==> config.mk <==
export PLATFORM = sky130hd
export DESIGN_NAME = partition_fit_allocator_core
export DESIGN_NICKNAME = d
export VERILOG_FILES = /design/src/design/pfa_pkg.sv /design/src/design/pfa_ctrl.sv /design/src/design/pfa_datapath.sv /design/src/design/partition_fit_allocator_core.sv
export SDC_FILE = /design/constraint.sdc
export NUM_CORES = 1
export LEC_CHECK = 0
export ABC_AREA = 1
export BUFFER_PORTS_ARGS = -buffer_cell sky130_fd_sc_hd__buf_2
export CORE_MARGIN = 4
export CORE_UTILIZATION = 46
export DETAILED_ROUTE_END_ITERATION = 10
export REMOVE_ABC_BUFFERS = 1
export SLEW_MARGIN = 10
export SYNTH_ARGS = -nofsm -noshare
export SYNTH_HDL_FRONTEND = slang
export SYNTH_SLANG_ARGS = --single-unit
==> constraint.sdc <==
create_clock -name clk -period 5.4 [get_ports clk]
set_clock_uncertainty 0.15 [all_clocks]
set_input_delay 0.54 -clock clk [delete_from_list [all_inputs] [get_ports clk]]
set_output_delay 0.54 -clock clk [all_outputs]
set_load 0.01 [all_outputs]
==> src/design/pfa_pkg.sv <==
// ----------------------------------------------------------------------------
// pfa_pkg
// Types and constants shared by the partition fit allocator modules.
// ----------------------------------------------------------------------------
package pfa_pkg;

    // partition register file and field widths
    localparam int MAX_PARTS  = 8;
    localparam int IDX_W      = 3;
    localparam int CFG_IDX_W  = 4;
    localparam int SIZE_W     = 16;
    localparam int PID_W      = 16;

    // request actions
    localparam logic [1:0] ACT_FIRST   = 2'd0;
    localparam logic [1:0] ACT_BEST    = 2'd1;
    localparam logic [1:0] ACT_WORST   = 2'd2;
    localparam logic [1:0] ACT_RELEASE = 2'd3;

    // result status codes
    localparam logic [1:0] ST_DONE    = 2'd0;
    localparam logic [1:0] ST_NOFIT   = 2'd1;
    localparam logic [1:0] ST_NOOWNER = 2'd2;

    // request transaction payload
    typedef struct packed {
        logic [1:0]        action;
        logic [PID_W-1:0]  process_id;
        logic [SIZE_W-1:0] request_size;
    } req_t;

    // result transaction payload
    typedef struct packed {
        logic [1:0]       status;
        logic [IDX_W-1:0] block_index;
    } rsp_t;

    // commands from the controller to the datapath
    typedef struct packed {
        logic start;
        logic step;
        logic commit;
    } pfa_cmd_t;

    // status from the datapath to the controller
    typedef struct packed {
        logic last;
    } pfa_stat_t;

endpackage

==> src/design/pfa_ctrl.sv <==
// ----------------------------------------------------------------------------
// pfa_ctrl
// Sequencer: accepts a request, steps the partition scan, then commits the
// outcome into the result register once it is free.
// ----------------------------------------------------------------------------
module pfa_ctrl
    import pfa_pkg::*;
(
    input  logic      clk,
    input  logic      rst_n,
    input  logic      in_valid,
    output logic      in_stall,
    output logic      out_valid,
    input  logic      out_stall,
    output pfa_cmd_t  cmd,
    input  pfa_stat_t stat
);

    localparam logic [1:0] S_IDLE   = 2'd0;
    localparam logic [1:0] S_SCAN   = 2'd1;
    localparam logic [1:0] S_COMMIT = 2'd2;

    logic [1:0] state_reg, state_next;
    logic       out_valid_reg, out_valid_next;
    logic       slot_free;

    // result slot is free when empty or being taken this cycle
    assign slot_free = !out_valid_reg || !out_stall;

    // command decode
    always_comb
    begin
        cmd.start  = (state_reg == S_IDLE) && in_valid;
        cmd.step   = (state_reg == S_SCAN);
        cmd.commit = (state_reg == S_COMMIT) && slot_free;
    end

    assign in_stall  = (state_reg != S_IDLE);
    assign out_valid = out_valid_reg;

    // next state
    always_comb
    begin
        state_next = state_reg;
        unique case (state_reg)
            S_IDLE:
            begin
                if (in_valid)
                    state_next = S_SCAN;
            end
            S_SCAN:
            begin
                if (stat.last)
                    state_next = S_COMMIT;
            end
            S_COMMIT:
            begin
                if (slot_free)
                    state_next = S_IDLE;
            end
            default:
            begin
                state_next = S_IDLE;
            end
        endcase
    end

    // result valid flag
    always_comb
    begin
        priority if (cmd.commit)
            out_valid_next = 1'b1;
        else if (out_valid_reg && !out_stall)
            out_valid_next = 1'b0;
        else
            out_valid_next = out_valid_reg;
    end

    always_ff @(posedge clk or negedge rst_n)
    begin
        if (!rst_n)
        begin
            state_reg     <= S_IDLE;
            out_valid_reg <= 1'b0;
        end
        else
        begin
            state_reg     <= state_next;
            out_valid_reg <= out_valid_next;
        end
    end

endmodule

==> src/design/pfa_datapath.sv <==
// ----------------------------------------------------------------------------
// pfa_datapath
// Partition sizes, usage and owners; one partition examined per scan step,
// with the running choice held in registers until commit.
// ----------------------------------------------------------------------------
module pfa_datapath
    import pfa_pkg::*;
#(
    parameter int NUM_BLOCKS = 8
)
(
    input  logic                 clk,
    input  logic                 rst_n,
    input  logic                 cfg_wr_en,
    input  logic [CFG_IDX_W-1:0] cfg_index,
    input  logic [SIZE_W-1:0]    cfg_data,
    input  req_t                 in_data,
    output rsp_t                 out_data,
    input  pfa_cmd_t             cmd,
    output pfa_stat_t            stat
);

    logic [SIZE_W-1:0] size_reg [MAX_PARTS];
    logic [MAX_PARTS-1:0] in_use_reg, in_use_next;
    logic [PID_W-1:0]  owner_reg [MAX_PARTS];

    req_t              req_reg;
    logic [IDX_W-1:0]  scan_idx_reg;
    logic              found_reg;
    logic [IDX_W-1:0]  pick_reg;
    logic [SIZE_W-1:0] best_slack_reg;
    rsp_t              rsp_reg, rsp_next;

    logic [SIZE_W-1:0] cap;
    logic [SIZE_W-1:0] slack;
    logic              fits;
    logic              take;

    // configuration writes, indexes beyond the partition set are ignored
    always_ff @(posedge clk or negedge rst_n)
    begin
        if (!rst_n)
        begin
            for (int i = 0; i < MAX_PARTS; i++)
                size_reg[i] <= '0;
        end
        else if (cfg_wr_en && (cfg_index < CFG_IDX_W'(MAX_PARTS)))
        begin
            size_reg[cfg_index[IDX_W-1:0]] <= cfg_data;
        end
    end

    // examine the partition under the scan index
    assign cap   = size_reg[scan_idx_reg];
    assign fits  = !in_use_reg[scan_idx_reg] && (cap >= req_reg.request_size);
    assign slack = cap - req_reg.request_size;

    always_comb
    begin
        unique case (req_reg.action)
            ACT_FIRST:   take = fits && !found_reg;
            ACT_BEST:    take = fits && (!found_reg || (slack < best_slack_reg));
            ACT_WORST:   take = fits && (!found_reg || (slack > best_slack_reg));
            ACT_RELEASE: take = in_use_reg[scan_idx_reg] && !found_reg &&
                                (owner_reg[scan_idx_reg] == req_reg.process_id);
            default:     take = 1'b0;
        endcase
    end

    assign stat.last = (scan_idx_reg == IDX_W'(NUM_BLOCKS - 1));

    // request capture and scan registers
    always_ff @(posedge clk)
    begin
        if (cmd.start)
        begin
            req_reg      <= in_data;
            scan_idx_reg <= '0;
            found_reg    <= 1'b0;
            pick_reg     <= '0;
        end
        else if (cmd.step)
        begin
            scan_idx_reg <= scan_idx_reg + IDX_W'(1);
            if (take)
            begin
                found_reg      <= 1'b1;
                pick_reg       <= scan_idx_reg;
                best_slack_reg <= slack;
            end
        end
    end

    // usage update on commit
    always_comb
    begin
        in_use_next = in_use_reg;
        if (cmd.commit && found_reg)
            in_use_next[pick_reg] = (req_reg.action != ACT_RELEASE);
    end

    always_ff @(posedge clk or negedge rst_n)
    begin
        if (!rst_n)
            in_use_reg <= '0;
        else
            in_use_reg <= in_use_next;
    end

    // owner record on a successful allocation
    always_ff @(posedge clk)
    begin
        if (cmd.commit && found_reg && (req_reg.action != ACT_RELEASE))
            owner_reg[pick_reg] <= req_reg.process_id;
    end

    // result register
    always_comb
    begin
        rsp_next = rsp_reg;
        if (cmd.commit)
        begin
            if (found_reg)
            begin
                rsp_next.status      = ST_DONE;
                rsp_next.block_index = pick_reg;
            end
            else
            begin
                rsp_next.status      = (req_reg.action == ACT_RELEASE) ? ST_NOOWNER
                                                                       : ST_NOFIT;
                rsp_next.block_index = '0;
            end
        end
    end

    always_ff @(posedge clk)
    begin
        rsp_reg <= rsp_next;
    end

    assign out_data = rsp_reg;

endmodule

==> src/design/partition_fit_allocator_core.sv <==
// ----------------------------------------------------------------------------
// partition_fit_allocator_core
// Fixed partition allocator with first, best and worst fit placement and
// release by owner.
//
//   channel  direction  handshake             payload
//   in       to block   in_valid / in_stall   req_t  (action, process_id, size)
//   out      from block out_valid / out_stall rsp_t  (status, block_index)
//   cfg      to block   cfg_wr_en             cfg_index, cfg_data
//
// Each request is captured, then the scan examines one partition per step, and
// the outcome of the scan is then committed to the output register.
// Reset clears every partition to free and every size register to zero.
// A request is taken while an earlier result still waits in the output
// register; the commit waits only if that register is still held by out_stall.
// ----------------------------------------------------------------------------
module partition_fit_allocator_core
    import pfa_pkg::*;
#(
    parameter int NUM_BLOCKS = 8
)
(
    input  logic                 clk,
    input  logic                 rst_n,
    input  logic                 cfg_wr_en,
    input  logic [CFG_IDX_W-1:0] cfg_index,
    input  logic [SIZE_W-1:0]    cfg_data,
    input  logic                 in_valid,
    output logic                 in_stall,
    input  req_t                 in_data,
    output logic                 out_valid,
    input  logic                 out_stall,
    output rsp_t                 out_data
);

    pfa_cmd_t  cmd;
    pfa_stat_t stat;

    // sequencer
    pfa_ctrl u_ctrl
    (
        .clk       (clk),
        .rst_n     (rst_n),
        .in_valid  (in_valid),
        .in_stall  (in_stall),
        .out_valid (out_valid),
        .out_stall (out_stall),
        .cmd       (cmd),
        .stat      (stat)
    );

    // partition state and scan datapath
    pfa_datapath #(
        .NUM_BLOCKS (NUM_BLOCKS)
    ) u_datapath
    (
        .clk       (clk),
        .rst_n     (rst_n),
        .cfg_wr_en (cfg_wr_en),
        .cfg_index (cfg_index),
        .cfg_data  (cfg_data),
        .in_data   (in_data),
        .out_data  (out_data),
        .cmd       (cmd),
        .stat      (stat)
    );

endmodule
==> summary.md <==
| Metric | Value |
|---|---|
| Part of the power in registers | roughly 34% |
| Initial antenna violation count | 0 |
| Slowest CP cell | dfxtp_4 |
| Clock tree buffer depth | 3 |
| Worst setup SP type | flip-flop |
| R2R Path Start | u_datapath.scan_idx_reg[0]$_SDFFE_PP0P_ |
| Gate power share | roughly two fifths |
| Final WL | roughly 36000 µm |
| First-pass GRT wire length | about 58000 µm |
| Routed WL per cell | 16.6 µm |
| Mapped Area | around 15000 µm² |
| CP required | approximately 5500 ps |
| CTS tree | yes |
| WP data arrival | just under 5000 ps |
| CP Class | flip-flop to flip-flop |
| Core area | about 33000 µm² |
| CP endpoint kind | flip-flop |
| Postcts setup bufs | 0 |
| Internal | roughly 0.0063 W |
| ANT cells | 0 |
| Hold EP | u_datapath.req_reg[21]$_DFFE_PP_ |
| GRT overflow | 0 |
| Worst hold path type | primary input to flip-flop |
| Post-synth top area share | a little over a third |
| Final HPWL DP | 22800 µm |
| TNS Setup | 0 ps |
| Skew-Pair Late Insertion Delay | about 540 ps |
| NetSw | between 0.004 and 0.005 W |
| Multi-input gate area | 4950 µm² |
| Effective utilization at floorplan | about 47% |
| Yosys top cell by area | edfxtp_1 |
| Reg2reg setup slack | a little over 500 ps |
| Status | finished, final reports clean |
| Post-synth EDFFs | approximately 180 |
| RSZ-0062 raised after global routing | no |
| Tcrit/Tclk final | between 90% and 100% |
| Final RePlAce weighted congestion | between 0.8 and 0.9 |
| Overall routing resource usage | between 20% and 30% |
| Slew Viols, Final | 0 |
| Max-cap violation count | 0 |
| Synth async-reset ratio | between 40% and 50% |
| Most frequent cells in the layout | nand2_1 (420), o21ai_0 (223), inv_1 (208) |
| Drt initial violations | 717 |
| Worst slew margin | roughly a quarter |
| Num ports | 66 |
| CP max FO | 36 |
| Root buf cell | clkbuf_16 |
| Chip height | about 190 µm |
| Worst slew pin tran | around 1100 ps |
| Register area | 9180 µm² |
| Commonest non-fill, non-tap cell in the layout | nand2_1 |
| Hold path depth | 1 |
| Synth cell types | 33 |
| DIE AREA | 36100 µm² |
| Die width | about 190 µm |
| Tmin final | just under 5000 ps |
| Vias in the first global route | approximately 11000 |
| Finished Cell Area | 17400 µm² |
| Power share of the clock group | between 20 and 30% |
| TritonCTS buffer count | 38 |
| Reg2Reg Capture Point | u_datapath.best_slack_reg[8]$_DFFE_PP_ |
| Buffer and inverter count on the worst path | 5 |
| Top cells by area, synth | edfxtp_1 (36%), dfrtp_1 (23%), nand2_1 (10%) |
| Number of port buffers | 65 |
| Most used DFF post-synth | edfxtp_1 |
| Dpl cell area | between 15000 and 20000 µm² |
| Post-DR vias/cell | 5.08 |
| Layout cells sized above 1 | 10.0% |
| FF+latch count, synth | about 330 |
| Worst stage delay on the critical path | roughly 420 ps |
| Via count | 11104 |
| Reg clk slew, reported paths | 60 ps |
| Syn Inst Count | approximately 1600 |
| Lkg Pwr | between 7 and 8 nW |
| Layout net count | ~1800 |
| Sw Share | between 30% and 40% |
| Final hold slack | approximately 22 ps |
| Final Hold Fails | 0 |
| Power Dens Cells | around 600 nW/µm² |
| Seq/Total Area, Yosys | about three fifths |
| Max VDD drop | 0.300 mV |
| Post-Route Utilization | between 50% and 60% |
| Filler cells | between 2000 and 3000 |
| F_max | a little over 200 MHz |
| Tot Pwr | just over 0.01 W |
| H-tree depth | 2 |
| Post-DRT Antenna Nets | 0 |
| Layout area overhead | 14.4% |
| DRC violation count after routing | 0 |
| Average cell area after synthesis | 9.24 µm² |
| Pin count of the biggest net entering global routing | between 90 and 100 |
| Critical path's top delay family | compound AO/OA/AOI/OAI gates |
| Yosys warning count | 0 |
| Drt pass-1 iters | 7 |
| Hold_sp | in_data[21] |
| Final setup fails | 0 |
| CTS Sinks | 332 |
| Rows | 66 |
| R2R cell count | 27 |
[layer usage]
layer	share of wire [%]	up-vias	track usage [%]
li1	-	5544	-
met1	44	5218	26.9
met2	48	261	34.0
met3	4.6	81	3.03
met4	3.5	0	7.40
met5	0	-	0
[cell type report]
class / count / area share [%]
sequential: 332 / 52.7
multi-input combinational: 1027 / 28.4
clock buffer: 58 / 6.59
inverter: 214 / 4.63
timing repair buffer: 102 / 3.78
tap: 442 / 3.17
clock inverter: 11 / 0.725
[kinds of logic (layout without fill, tap and decap cells)]
group / count (synthesis) / in the layout / share of synthesized area [%]
and+or+nand+nor: 661 / 661 / 17.4
DFF: 332 / 332 / 60.3
AOI/OAI and AO/OA: 314 / 314 / 10.8
buffers and inverters: 289 / 385 / 7.51
adders and majority gates: 38 / 38 / 3.17
xor gates and xnor gates: 14 / 14 / 0.805
[Yosys cell counts (2+ instances only)]
| master | instances |
|---|---|
| a31oi_1 | 20 |
| inv_2 | 3 |
| a21oi_1 | 45 |
| nand2_1 | 420 |
| buf_6 | 4 |
| buf_2 | 17 |
| nor3_1 | 5 |
| dfxtp_1 | 10 |
| nand3_1 | 87 |
| xnor2_1 | 6 |
| inv_1 | 210 |
| o21bai_1 | 2 |
| buf_4 | 2 |
| nand3b_1 | 8 |
| buf_1 | 2 |
| o211ai_1 | 16 |
| o21ai_0 | 224 |
| o21ai_1 | 4 |
| edfxtp_1 | 183 |
| clkbuf_1 | 50 |
| xor2_1 | 8 |
| nand4_1 | 7 |
| ha_1 | 37 |
| nor2_1 | 131 |
| dfrtp_1 | 139 |
[timing repair]
item	4_1_cts	5_1_grt
setup endpoints to repair	0	19
hold buffers	1	0
endpoints found under the hold margin	4	0
gates resized for setup	0	12
[worst register-to-register path: stages (launching register included)]
cell	delay, ps
dfxtp_4	420
buf_12	210
o21ai_0	120
o21ai_0	150
a21oi_1	50
a31oi_1	280
ha_1	320
a21oi_1	130
inv_1	50
a31oi_1	220
o21ai_0	120
buf_4	160
a31oi_2	190
o21ai_0	130
xor2_1	260
ha_1	310
a21oi_1	150
o21ai_0	120
a21oi_2	160
nand2_1	70
nand2_1	60
nand3_1	90
nand2_1	70
nand2_1	60
nand2_1	130
nand3_2	150
inv_1	100
buf_6	190
[power by group through the flow]
stage          combinational, W  sequential (W)  clock [W]
6_report                0.00429         0.00348    0.00260
5_1_grt                 0.00494         0.00353    0.00276
3_3_place_gp            0.00415         0.00351          0
2_1_floorplan           0.00279         0.00361          0
3_5_place_dp            0.00422         0.00351          0
4_1_cts                 0.00425         0.00347    0.00265
[worst max-delay path by stage]
| stage | to | startpoint | depth (start not counted) | slack (ps) |
|---|---|---|---|---|
| after floorplan | u_datapath.best_slack_reg[0]$_DFFE_PP_ | u_datapath.scan_idx_reg[0]$_SDFFE_PP0P_ | 24 | -1000 |
| after global placement | u_datapath.best_slack_reg[9]$_DFFE_PP_ | u_datapath.scan_idx_reg[0]$_SDFFE_PP0P_ | 27 | 310 |
| after detailed placement | u_datapath.best_slack_reg[15]$_DFFE_PP_ | u_datapath.scan_idx_reg[0]$_SDFFE_PP0P_ | 27 | 130 |
| after CTS | u_datapath.best_slack_reg[8]$_DFFE_PP_ | u_datapath.scan_idx_reg[0]$_SDFFE_PP0P_ | 27 | 110 |
| after global routing | u_datapath.best_slack_reg[8]$_DFFE_PP_ | u_datapath.scan_idx_reg[0]$_SDFFE_PP0P_ | 27 | 70 |
| final | u_datapath.best_slack_reg[8]$_DFFE_PP_ | u_datapath.scan_idx_reg[0]$_SDFFE_PP0P_ | 27 | 510 |
[per-stage QoR]
step,setup WS (ps),cells
2_1_floorplan,-995,1573
3_3_place_gp,311,2115
3_5_place_dp,130,2115
4_1_cts,112,2185
5_1_grt,70.6,2186
6_report,507,2186
No activity file was read; power rests on OpenSTA's default activity.
